--- src/hdl/ikpm_pkg.sv ---
// ============================================================================
// ikpm_pkg
// Shared constants, codes and types of the iambic keyer with paddle memory.
// ============================================================================
package ikpm_pkg;

    // Longest dot unit in ticks. A larger register value saturates to it.
    localparam int MAX_UNIT_TICKS = 240;
    localparam int DASH_UNITS     = 3;

    localparam int UNIT_W  = 8;
    localparam int TICKS_W = $clog2(DASH_UNITS * MAX_UNIT_TICKS);
    localparam int PHASE_W = 2;
    localparam int ELEM_W  = 2;

    localparam logic [UNIT_W-1:0] UNIT_RESET = UNIT_W'(60);

    localparam logic [PHASE_W-1:0] PHASE_IDLE  = 2'd0;
    localparam logic [PHASE_W-1:0] PHASE_MARK  = 2'd1;
    localparam logic [PHASE_W-1:0] PHASE_SPACE = 2'd2;

    localparam logic [ELEM_W-1:0] ELEM_NONE = 2'd0;
    localparam logic [ELEM_W-1:0] ELEM_DOT  = 2'd1;
    localparam logic [ELEM_W-1:0] ELEM_DASH = 2'd2;

    typedef logic [UNIT_W-1:0]  unit_t;
    typedef logic [TICKS_W-1:0] ticks_t;
    typedef logic [ELEM_W-1:0]  elem_t;

    // Counter load values for the next phase: length minus one.
    typedef struct packed {
        ticks_t dot_load;
        ticks_t dash_load;
    } load_t;

    // One result beat.
    typedef struct packed {
        logic  key_on;
        elem_t element_started;
    } result_t;

endpackage

--- src/hdl/ikpm_if.sv ---
// ============================================================================
// ikpm_if
// Valid/ready channels of the keyer: paddle input, key result, unit setting.
// ============================================================================
interface ikpm_paddle_if;
    logic valid;
    logic ready;
    logic dot_paddle_pressed;
    logic dash_paddle_pressed;

    modport source (output valid, output dot_paddle_pressed, output dash_paddle_pressed,
                    input ready);
    modport sink   (input valid, input dot_paddle_pressed, input dash_paddle_pressed,
                    output ready);
endinterface

interface ikpm_key_if;
    logic                      valid;
    logic                      ready;
    logic                      key_on;
    logic [ikpm_pkg::ELEM_W-1:0] element_started;

    modport source (output valid, output key_on, output element_started, input ready);
    modport sink   (input valid, input key_on, input element_started, output ready);
endinterface

interface ikpm_cfg_if;
    logic                      valid;
    logic                      ready;
    logic [ikpm_pkg::UNIT_W-1:0] dot_unit_ticks;

    modport source (output valid, output dot_unit_ticks, input ready);
    modport sink   (input valid, input dot_unit_ticks, output ready);
endinterface

--- src/hdl/ikpm_unit_len.sv ---
// ============================================================================
// ikpm_unit_len
// Holds the dot unit setting and derives the mark and space counter loads.
// ============================================================================
module ikpm_unit_len
(
    input  logic                 clk,
    input  logic                 rst_n,
    input  logic                 wr_en,
    input  ikpm_pkg::unit_t      wr_data,
    output ikpm_pkg::load_t      loads
);

    ikpm_pkg::unit_t  unit_reg;
    ikpm_pkg::ticks_t unit_len;

    always_ff @(posedge clk or negedge rst_n)
    begin
        if (!rst_n)
        begin
            unit_reg <= ikpm_pkg::UNIT_RESET;
        end
        else if (wr_en)
        begin
            unit_reg <= wr_data;
        end
    end

    // A zero unit counts as one tick; a long one saturates.
    always_comb
    begin
        unit_len = ikpm_pkg::TICKS_W'(unit_reg);
        if (unit_reg == '0)
        begin
            unit_len = ikpm_pkg::TICKS_W'(1);
        end
        else if (unit_len > ikpm_pkg::TICKS_W'(ikpm_pkg::MAX_UNIT_TICKS))
        begin
            unit_len = ikpm_pkg::TICKS_W'(ikpm_pkg::MAX_UNIT_TICKS);
        end
    end

    assign loads.dot_load  = unit_len - ikpm_pkg::TICKS_W'(1);
    assign loads.dash_load = (unit_len << 1) + unit_len - ikpm_pkg::TICKS_W'(1);

endmodule

--- src/hdl/ikpm_fsm.sv ---
// ============================================================================
// ikpm_fsm
// Keyer state: paddle latches, last element, phase and tick down counter.
// ============================================================================
module ikpm_fsm
(
    input  logic                 clk,
    input  logic                 rst_n,
    input  logic                 step,
    input  logic                 dot_in,
    input  logic                 dash_in,
    input  ikpm_pkg::load_t      loads,
    output ikpm_pkg::result_t    result
);

    logic                            dot_mem_reg,  dot_mem_next;
    logic                            dash_mem_reg, dash_mem_next;
    logic                            prev_dot_reg, prev_dot_next;
    logic                            cur_dash_reg, cur_dash_next;
    logic [ikpm_pkg::PHASE_W-1:0]    phase_reg,    phase_next;
    ikpm_pkg::ticks_t                ticks_reg,    ticks_next;

    always_ff @(posedge clk or negedge rst_n)
    begin
        if (!rst_n)
        begin
            dot_mem_reg  <= 1'b0;
            dash_mem_reg <= 1'b0;
            prev_dot_reg <= 1'b0;
            cur_dash_reg <= 1'b0;
            phase_reg    <= ikpm_pkg::PHASE_IDLE;
            ticks_reg    <= '0;
        end
        else if (step)
        begin
            dot_mem_reg  <= dot_mem_next;
            dash_mem_reg <= dash_mem_next;
            prev_dot_reg <= prev_dot_next;
            cur_dash_reg <= cur_dash_next;
            phase_reg    <= phase_next;
            ticks_reg    <= ticks_next;
        end
    end

    always_comb
    begin
        logic do_idle;
        logic send_dash;

        dot_mem_next  = dot_mem_reg;
        dash_mem_next = dash_mem_reg;
        prev_dot_next = prev_dot_reg;
        cur_dash_next = cur_dash_reg;
        phase_next    = phase_reg;
        ticks_next    = ticks_reg;
        result.key_on          = 1'b0;
        result.element_started = ikpm_pkg::ELEM_NONE;
        do_idle   = 1'b0;
        send_dash = 1'b0;

        // During mark and space the paddle opposite the current element is latched.
        if (phase_reg == ikpm_pkg::PHASE_MARK || phase_reg == ikpm_pkg::PHASE_SPACE)
        begin
            if (cur_dash_reg)
            begin
                dot_mem_next = dot_mem_reg | dot_in;
            end
            else
            begin
                dash_mem_next = dash_mem_reg | dash_in;
            end
        end

        unique case (phase_reg)
            ikpm_pkg::PHASE_MARK:
            begin
                if (ticks_reg == '0)
                begin
                    phase_next = ikpm_pkg::PHASE_SPACE;
                    ticks_next = loads.dot_load;
                end
                else
                begin
                    ticks_next    = ticks_reg - ikpm_pkg::TICKS_W'(1);
                    result.key_on = 1'b1;
                end
            end
            ikpm_pkg::PHASE_SPACE:
            begin
                if (ticks_reg == '0)
                begin
                    do_idle = 1'b1;
                end
                else
                begin
                    ticks_next = ticks_reg - ikpm_pkg::TICKS_W'(1);
                end
            end
            default:
            begin
                // Idle, and the unused phase code behaves the same way.
                do_idle = 1'b1;
            end
        endcase

        if (do_idle)
        begin
            dot_mem_next  = dot_mem_next | dot_in;
            dash_mem_next = dash_mem_next | dash_in;
            // Both latched: alternate against the last element sent.
            send_dash = (dot_mem_next && dash_mem_next) ? prev_dot_reg : dash_mem_next;
            if (dot_mem_next || dash_mem_next)
            begin
                cur_dash_next = send_dash;
                prev_dot_next = !send_dash;
                phase_next    = ikpm_pkg::PHASE_MARK;
                result.key_on = 1'b1;
                if (send_dash)
                begin
                    dash_mem_next          = 1'b0;
                    ticks_next             = loads.dash_load;
                    result.element_started = ikpm_pkg::ELEM_DASH;
                end
                else
                begin
                    dot_mem_next           = 1'b0;
                    ticks_next             = loads.dot_load;
                    result.element_started = ikpm_pkg::ELEM_DOT;
                end
            end
            else
            begin
                phase_next = ikpm_pkg::PHASE_IDLE;
            end
        end
    end

endmodule

--- src/hdl/iambic_keyer_with_paddle_memory.sv ---
// ============================================================================
// iambic_keyer_with_paddle_memory
// Iambic Morse keyer with paddle memory, one paddle beat per tick.
// ============================================================================
//
//  Channel  Direction  Payload                               Handshake
//  -------  ---------  ------------------------------------  -----------
//  paddle   in         dot_paddle_pressed, dash_paddle_pressed valid/ready
//  key      out        key_on, element_started               valid/ready
//  cfg      in         dot_unit_ticks                        valid/ready
//
//  Every paddle beat gives exactly one key beat, via the input and result registers.
//  A new paddle beat is taken in every cycle while the key side drains; the
//  rate is one beat per cycle, set by the single state update in ikpm_fsm.
//  A stall on the key side holds the result register, then the input
//  register, and only then drops paddle.ready.
//  Reset (rst_n low, asynchronous) empties both registers, clears the keyer
//  state to idle and loads a dot unit of 60 ticks. cfg is always ready.
//
module iambic_keyer_with_paddle_memory
(
    input  logic              clk,
    input  logic              rst_n,
    ikpm_paddle_if.sink       paddle,
    ikpm_key_if.source        key,
    ikpm_cfg_if.sink          cfg
);

    // Input register: one paddle beat waiting for the state update.
    logic              in_valid_reg;
    logic              in_dot_reg;
    logic              in_dash_reg;

    // Result register: one key beat waiting for the sink.
    logic              out_valid_reg;
    ikpm_pkg::result_t out_result_reg;

    logic              out_free;
    logic              step;
    ikpm_pkg::load_t   loads;
    ikpm_pkg::result_t result;

    // The result register can take a new beat when it is empty or being
    // drained this cycle. The state advances exactly when a held paddle beat
    // moves into it, so beats are processed in order, once each.
    assign out_free     = !out_valid_reg || key.ready;
    assign step         = in_valid_reg && out_free;
    assign paddle.ready = !in_valid_reg || out_free;
    assign cfg.ready    = 1'b1;

    always_ff @(posedge clk or negedge rst_n)
    begin
        if (!rst_n)
        begin
            in_valid_reg <= 1'b0;
        end
        else if (paddle.ready)
        begin
            in_valid_reg <= paddle.valid;
        end
    end

    // Payload needs no reset; it is only looked at when the valid bit is set.
    always_ff @(posedge clk)
    begin
        if (paddle.ready && paddle.valid)
        begin
            in_dot_reg  <= paddle.dot_paddle_pressed;
            in_dash_reg <= paddle.dash_paddle_pressed;
        end
    end

    // The unit setting and the counter loads derived from it.
    ikpm_unit_len u_unit_len
    (
        .clk     (clk),
        .rst_n   (rst_n),
        .wr_en   (cfg.valid && cfg.ready),
        .wr_data (cfg.dot_unit_ticks),
        .loads   (loads)
    );

    // Keyer state machine: one tick of the keyer per step.
    ikpm_fsm u_fsm
    (
        .clk     (clk),
        .rst_n   (rst_n),
        .step    (step),
        .dot_in  (in_dot_reg),
        .dash_in (in_dash_reg),
        .loads   (loads),
        .result  (result)
    );

    always_ff @(posedge clk or negedge rst_n)
    begin
        if (!rst_n)
        begin
            out_valid_reg <= 1'b0;
        end
        else if (out_free)
        begin
            out_valid_reg <= step;
        end
    end

    always_ff @(posedge clk)
    begin
        if (step)
        begin
            out_result_reg <= result;
        end
    end

    assign key.valid           = out_valid_reg;
    assign key.key_on          = out_result_reg.key_on;
    assign key.element_started = out_result_reg.element_started;

    // An element only starts on a keyed tick.
    a_start_keys: assert property (@(posedge clk) disable iff (!rst_n)
        (key.valid && key.element_started != ikpm_pkg::ELEM_NONE) |-> key.key_on)
        else $error("element start without key_on");

    // The start marker only carries a defined element code.
    a_start_code: assert property (@(posedge clk) disable iff (!rst_n)
        key.valid |-> (key.element_started == ikpm_pkg::ELEM_NONE ||
                       key.element_started == ikpm_pkg::ELEM_DOT ||
                       key.element_started == ikpm_pkg::ELEM_DASH))
        else $error("undefined element code");

    // Backpressure reaches the paddle side only through a stalled result.
    a_ready_cause: assert property (@(posedge clk) disable iff (!rst_n)
        !paddle.ready |-> (key.valid && !key.ready))
        else $error("paddle stalled without a stalled result");

    // A held paddle beat with room downstream always produces a result beat.
    a_step_result: assert property (@(posedge clk) disable iff (!rst_n)
        (in_valid_reg && out_free) |=> key.valid)
        else $error("processed beat did not reach the result register");

endmodule
--- src/flat_wrapper.sv ---
// flat-port wrapper written by rule: the top's interface ports become plain ports
module iambic_keyer_with_paddle_memory_flat 
  (clk, rst_n, paddle_valid, paddle_dot_paddle_pressed, paddle_dash_paddle_pressed, paddle_ready, key_valid, key_key_on, key_element_started, key_ready, cfg_valid, cfg_dot_unit_ticks, cfg_ready);
  ikpm_paddle_if paddle_i ();
  ikpm_key_if key_i ();
  ikpm_cfg_if cfg_i ();
  input  logic clk;
  input  logic rst_n;
  input wire logic [$bits(paddle_i.valid)-1:0] paddle_valid;
  input wire logic [$bits(paddle_i.dot_paddle_pressed)-1:0] paddle_dot_paddle_pressed;
  input wire logic [$bits(paddle_i.dash_paddle_pressed)-1:0] paddle_dash_paddle_pressed;
  output wire logic [$bits(paddle_i.ready)-1:0] paddle_ready;
  output wire logic [$bits(key_i.valid)-1:0] key_valid;
  output wire logic [$bits(key_i.key_on)-1:0] key_key_on;
  output wire logic [$bits(key_i.element_started)-1:0] key_element_started;
  input wire logic [$bits(key_i.ready)-1:0] key_ready;
  input wire logic [$bits(cfg_i.valid)-1:0] cfg_valid;
  input wire logic [$bits(cfg_i.dot_unit_ticks)-1:0] cfg_dot_unit_ticks;
  output wire logic [$bits(cfg_i.ready)-1:0] cfg_ready;
  assign paddle_i.valid = paddle_valid;
  assign paddle_i.dot_paddle_pressed = paddle_dot_paddle_pressed;
  assign paddle_i.dash_paddle_pressed = paddle_dash_paddle_pressed;
  assign paddle_ready = paddle_i.ready;
  assign key_valid = key_i.valid;
  assign key_key_on = key_i.key_on;
  assign key_element_started = key_i.element_started;
  assign key_i.ready = key_ready;
  assign cfg_i.valid = cfg_valid;
  assign cfg_i.dot_unit_ticks = cfg_dot_unit_ticks;
  assign cfg_ready = cfg_i.ready;
  iambic_keyer_with_paddle_memory u_core (.clk(clk), .rst_n(rst_n), .paddle(paddle_i), .key(key_i), .cfg(cfg_i));
endmodule
--- config.mk ---
export PLATFORM = sky130hd
export DESIGN_NAME = iambic_keyer_with_paddle_memory_flat
export DESIGN_NICKNAME = d
export VERILOG_FILES = /design/src/hdl/ikpm_pkg.sv /design/src/hdl/ikpm_if.sv /design/src/hdl/ikpm_unit_len.sv /design/src/hdl/ikpm_fsm.sv /design/src/hdl/iambic_keyer_with_paddle_memory.sv /design/src/flat_wrapper.sv
export SDC_FILE = /design/constraint.sdc
export NUM_CORES = 1
export LEC_CHECK = 0
export BUFFER_PORTS_ARGS = -buffer_cell sky130_fd_sc_hd__buf_2
export CORE_MARGIN = 2
export CORE_UTILIZATION = 61
export CTS_CLUSTER_SIZE = 10
export DETAILED_ROUTE_END_ITERATION = 10
export GPL_ROUTABILITY_DRIVEN = 0
export HOLD_SLACK_MARGIN = 0.1
export PLACE_DENSITY = 0.77
export SLEW_MARGIN = 25
export SYNTH_ARGS = -nofsm -noshare
export SYNTH_HDL_FRONTEND = slang
export SYNTH_HIERARCHICAL = 1
export SYNTH_SLANG_ARGS = --single-unit
--- constraint.sdc ---
create_clock -name clk -period 3.6 [get_ports clk]
set_clock_uncertainty 0.1 [all_clocks]
set_input_delay 0.36 -clock clk [delete_from_list [all_inputs] [get_ports clk]]
set_output_delay 0.36 -clock clk [all_outputs]
set_load 0.01 [all_outputs]
==> results of run 1 <==
## Yosys cell counts, drive strengths merged, types with 3 or more instances
cell type	n
nand2	29
o31ai	3
o221a	4
a21oi	12
or4	3
o21ai	20
a22oi	5
nor4	4
buf	6
nor2b	3
nor2	29
and2	6
dfrtp	22
ha	24
inv	30
nor3	10
a31oi	6
xnor2	3
mux2i	9
nand3	14
nand2b	6
mux2	9
o211ai	3
xor2	10
dfstp	4
edfxtp	5
a21o	3
clkbuf	6
## placed cells by master (no fill, tap or decap), drive strengths merged, types with 4 or more instances in the layout
master,n
and2,6
nor2,29
nand2,29
nor4,4
clkbuf,6
a31oi,6
edfxtp,5
o21ai,20
nor3,10
inv,30
nand3,14
ha,24
mux2,9
dfrtp,22
dfstp,4
o221a,4
nand2b,6
a21oi,12
buf,24
xor2,10
mux2i,9
a22oi,5
## power breakdown
group	leakage (nW)	switching, mW	internal (mW)
registers	0.351	0.141	0.472
logic	1.00	0.641	0.476
clock network	0.0612	0.136	0.224
total	1.42	0.918	1.17
## cell type report
type / instances / area [um^2] / share of cell area, %
inverters: 30 / 113 / 3.68
clock buffers: 6 / 82.6 / 2.70
multi-input cells: 247 / 1820 / 59.4
well taps: 52 / 65.1 / 2.13
flip-flops and latches: 31 / 806 / 26.3
clock inverters: 2 / 35.0 / 1.14
repair buffers: 25 / 143 / 4.66
## repair_timing
item / 4_1_cts / 5_1_grt
gates resized for setup: 0 / 4
endpoints found under the hold margin: 22 / 0
hold buffers: 1 / 0
setup endpoints to repair: 0 / 3
setup buffers: 0 / 0
## worst paths after layout
kind                            cells past startpoint                             to                          start  slack, ns
worst min-delay path                                1             u_core/in_dash_reg     paddle_dash_paddle_pressed       0.15
min in group asynchronous                           2      u_core/u_fsm/ticks_reg[6]                          rst_n       0.54
worst max-delay path                               14      u_core/u_fsm/ticks_reg[9]  u_core/u_unit_len/unit_reg[4]       0.16
worst min register to register                      2      u_core/u_fsm/phase_reg[0]      u_core/u_fsm/phase_reg[0]       0.42
max in group asynchronous                           2  u_core/u_unit_len/unit_reg[7]                          rst_n       2.44
worst max register to register                     14      u_core/u_fsm/ticks_reg[9]  u_core/u_unit_len/unit_reg[4]       0.16
## stage by stage
stage / hold WS [ns] / area (um^2) / util, % / power (mW)
5_1_grt: 0.139 / 3060 / 69.8 / 2.24
3_5_place_dp: 0.320 / 2920 / 66.6 / 1.70
3_3_place_gp: 0.314 / 2920 / 66.6 / 1.67
2_1_floorplan: -0.0356 / 2780 / - / 1.45
4_1_cts: 0.142 / 3050 / 69.5 / 2.07
6_report: 0.149 / 3060 / 69.8 / 2.09
## per-layer routing
layer / share of wire [%] / track usage [%] / up-vias
li1: - / - / 1182
met3: 4.5 / 4.78 / 12
met4: 2.2 / 10.3 / 0
met5: 0 / 0 / -
met2: 48 / 44.7 / 82
met1: 45 / 36.2 / 1152
## worst reg2reg max path: stages, from the launching register on
cell and delay [ns]:
dfstp_2 0.55, inv_1 0.07, ha_1 0.26, nand3_2 0.13, a21oi_2 0.08, ha_1 0.27
inv_1 0.04, ha_1 0.37, and2_0 0.18, and4_4 0.18, o31a_1 0.30, a31oi_1 0.22
xor2_1 0.09, mux2_2 0.26, o221a_2 0.22
## cells by family after synthesis
logic type | synth area share (%)
compound gates | 19.7
mux | 6.88
xor+xnor | 4.09
simple gates | 22.4
other cells | 0.135
fa+ha+maj | 11.5
buf+inv | 6.29
flops | 29.0
==> flow_summary.ini, run 1 <==
[yosys]
synth-edff-count = 5
synth_async_sr_flop_share_pct = 83.9
synth-seq-area-share_pct = 29.0
yosys.area.top_type = dfrtp_1
post_synth.cell_area_avg_um2 = 8.70
ys.flop_type = dfrtp_1
synth_area_um2 = 2780
syn_inst = 320
synth_cell_types = 65
yosysTopAreaCellShare_pct = 19.8
yosys-top-cells-area = dfrtp_1, ha_1, edfxtp_1
ys_ff_latch = 31
syn_nets = 360
yosys_warnings = 6

[timing]
fmax_mhz = 291
worstMarginPinSlew_ns = 0.812
drv_slew = 0
finalHoldViolCount = 0
fin_crit_sh_pct = 95.6
slew-limit-headroom_pct = 45.9
totalNegativeSetupSlack_ns = 0
setup_viol = 0
min_period_ns = 3.44
setup_ws_ns = 0.159

[global_routing]
grt_pass1_wl_um = 11000
antenna_found_initial = 0
gr-usage-all-layers_pct = 27.3
grt_max_degree = 27
grt_pass1_vias = 2373
grt_overflow = 0

[final_layout]
layout.nets = 380
fillCellCount = 367
largest_reg_flops = 10
area_growth_pct = 9.98
diodes = 0
finalNonFillerCells = 393
drive_above_1_share_pct = 19.9

[critical_path]
startpoint_type = flop
max_stage_delay_ns = 0.55
cp_num_buf_inv = 2
critical_path.cell_chain = inv_1 -> ha_1 -> nand3_2 -> a21oi_2 -> ha_1 -> inv_1 -> ha_1 -> and2_0 -> and4_4 -> o31a_1 -> a31oi_1 -> xor2_1 -> mux2_2 -> o221a_2
arrival_ns = 3.51
worstSetupEndpointType = flop
crit_type = reg -> reg
cpLargestDelayFamily = adder cells
worstPathMaxFanout = 5
cpMostUsedCell = ha_1
cp.required_ns = 3.67
critPathSlowestCell = dfstp_2

[place]
place_ws_ns = 0.160
dpl.cell_count = 384
io_buffers = 19
dpl.hpwl_um = 4800

[floorplanning]
start_util_pct = 63.5
io_pins = 21
core_area_um2 = 4380
die-area_um2 = 5120
rows = 24
die_x_um = 71.5
die_h_um = 71.5

[clocking]
htreeDepth = 2
cts_buffer_depth = 2
clk_latency_ns = 0.29
clk_pin_slew_worst_paths_ns = 0.07
tritoncts = yes
root_buffer = clkbuf_8
cts_sinks = 31
cts_made_buffers = 5

[pwr]
p_leak_nw = 1.42
vdd_drop_max_v = 0.000331
p_per_area_nw_per_um2 = 683

[route]
wl_per_cell_um = 16.4
drc = 0
dr.pass1.iters = 5
ant_nets = 0
drtIter0Drc = 239
vias = 2428
drt_wl_total_um = 6450
via_per_inst = 6.18

[status]
status = finished, final reports clean

[job]
max_cap_viol_count = 0

[min_path]
min_path_type = in -> reg
Power figures use the tool's default switching activity.
==> run 2: changes to the inputs <==
==> constraint.sdc (replaced) <==
create_clock -name clk -period 3.5 [get_ports clk]
set_clock_uncertainty 0.1 [all_clocks]
set_input_delay 0.35 -clock clk [delete_from_list [all_inputs] [get_ports clk]]
set_output_delay 0.35 -clock clk [all_outputs]
set_load 0.01 [all_outputs]
==> run 2 against run 1 <==
  * Clock power down 24%
  * Critical endpoint unchanged
  * Global-route usage down 1.4 points
  * Critical path type unchanged
  * Via count down 0.12%
==> flow_summary.ini, run 2 (synthesis results as in run 1) <==
[critical_path]
cpMostUsedCell = ha_1
startpoint_type = flop
worstPathMaxFanout = 5
r2r_setup_slack_ns = 0.19
cp.required_ns = 3.58
cp_num_buf_inv = 1
r2r-start = u_core/u_unit_len/unit_reg[1]
cpLargestDelayFamily = compound AO/OA/AOI/OAI gates
max_stage_delay_ns = 0.44
critical_path.cell_chain = nor4_4 -> nand3_1 -> a21oi_2 -> ha_1 -> inv_1 -> ha_1 -> and2_0 -> and4_4 -> o31a_1 -> a31oi_1 -> xor2_1 -> mux2_2 -> o221a_2
r2r.worst_path.cells = 13
arrival_ns = 3.39
r2r_end = u_core/u_fsm/ticks_reg[9]
worstSetupEndpointType = flop
critPathSlowestCell = dfrtp_1
crit_type = reg -> reg

[route]
vias = 2425
ant_nets = 0
drt_wl_total_um = 6360
wl_per_cell_um = 16.0
dr.pass1.iters = 4
drtIter0Drc = 233
drc = 0
via_per_inst = 6.11

[place]
dpl.hpwl_um = 4840
io_buffers = 19
dpl.cell_count = 388

[global_routing]
antenna_found_initial = 0
grt_overflow = 0
grt_pass1_vias = 2244
grt_pass1_wl_um = 10400
gr-usage-all-layers_pct = 25.9
grt_max_degree = 27

[timing]
fmax_mhz = 302
drv_slew = 0
totalNegativeSetupSlack_ns = 0
rsz0062_at_grt = false
min_period_ns = 3.31
fin_crit_sh_pct = 94.6
slew-limit-headroom_pct = 49.8
worstMarginPinSlew_ns = 0.745
finalHoldViolCount = 0
setup_viol = 0

[pwr]
p_leak_nw = 1.42
p_per_area_nw_per_um2 = 670
vdd_drop_max_v = 0.000321

[clocking]
htreeDepth = 2
cts_buffer_depth = 2
clk_latency_ns = 0.29
tritoncts = yes
root_buffer = clkbuf_8
cts_made_buffers = 5
clk_pin_slew_worst_paths_ns = 0.07
cts_sinks = 31

[status]
status = finished, final reports clean

[min_path]
min_path_type = in -> reg
min_to = u_core/in_dash_reg
worstHoldPathCells = 1
min_from = paddle_dash_paddle_pressed

[final_layout]
fillCellCount = 346
layout.nets = 384
area_growth_pct = 9.85
largest_reg_flops = 10
final_cell_mix = inv_1, nor2_1, nand2_1
layout_commonest_cell = inv_1
diodes = 0
drive_above_1_share_pct = 20.9
finalNonFillerCells = 397

[floorplanning]
io_pins = 21
rows = 24
core_area_um2 = 4380
die_h_um = 71.5
die-area_um2 = 5120
start_util_pct = 63.5
die_x_um = 71.5

[job]
max_cap_viol_count = 0
==> run 2: cell count changes in the layout (fill, tap and decap cells not counted), sizes merged <==
cell / change
bufinv: -1
clkinv: +1
buf: +4
==> run 2: worst max-delay path by stage <==
stage / from / end / slack (ns) / depth (start not counted)
6_report: u_core/u_unit_len/unit_reg[1] / u_core/u_fsm/ticks_reg[9] / 0.19 / 13
5_1_grt: u_core/u_unit_len/unit_reg[4] / u_core/u_fsm/ticks_reg[9] / 0.02 / 14
4_1_cts: u_core/u_unit_len/unit_reg[6] / u_core/u_fsm/ticks_reg[9] / 0.17 / 14
3_5_place_dp: u_core/u_unit_len/unit_reg[6] / u_core/u_fsm/ticks_reg[9] / 0.19 / 14
3_3_place_gp: u_core/u_unit_len/unit_reg[7] / u_core/u_fsm/ticks_reg[9] / 0.23 / 13
2_1_floorplan: u_core/u_unit_len/unit_reg[4] / u_core/u_fsm/ticks_reg[9] / 0.19 / 14
==> run 2: worst register-to-register path: stages, from the launching register on <==
cell     delay, ns
dfrtp_1       0.44
nor4_4        0.33
nand3_1       0.17
a21oi_2       0.21
ha_1          0.25
inv_1         0.06
ha_1          0.23
and2_0        0.16
and4_4        0.19
o31a_1        0.29
a31oi_1       0.20
xor2_1        0.08
mux2_2        0.26
o221a_2       0.22
==> run 2: power by group <==
part           switching, mW  total, mW  internal, mW
logic                  0.650       1.15         0.496
registers              0.142      0.628         0.486
clock network          0.138      0.274         0.137
total                  0.930       2.05          1.12
==> run 2: final cells by class <==
class                   instances  area (um^2)  share of cell area (%)
flip-flops and latches         31          806                    26.4
well taps                      52         65.1                    2.13
clock buffers                   6         72.6                    2.37
multi-input cells             247         1820                    59.5
clock inverters                 2         8.76                   0.287
repair buffers                 29          173                    5.65
inverters                      30          113                    3.68
==> run 2: stage by stage <==
step	power (mW)	utilization (%)	instance area (um^2)	hold WS, ns	setup slack [ns]
detailed placement	1.75	67.2	2950	0.300	0.189
finish	2.05	69.7	3060	0.138	0.191
global placement	1.73	67.2	2950	0.298	0.229
floorplan	1.49	-	2780	-0.0456	0.193
CTS	2.04	69.3	3040	0.127	0.171
global route	2.20	69.7	3060	0.137	0.0226
==> run 2: metal layers <==
layer  up-vias  GRT usage (%)  part of all wire (%)
met1      1132           33.3                    43
met4         0           11.3                   2.6
li1       1191              -                     -
met2        84           42.2                    49
met5         -              0                     0
met3        18           5.49                   5.2
==> run 2: timing repair <==
item,CTS,global route
setup endpoints to repair,0,2
setup buffers,0,0
endpoints found under the hold margin,22,0
resized for setup,0,6
hold buffers,1,0
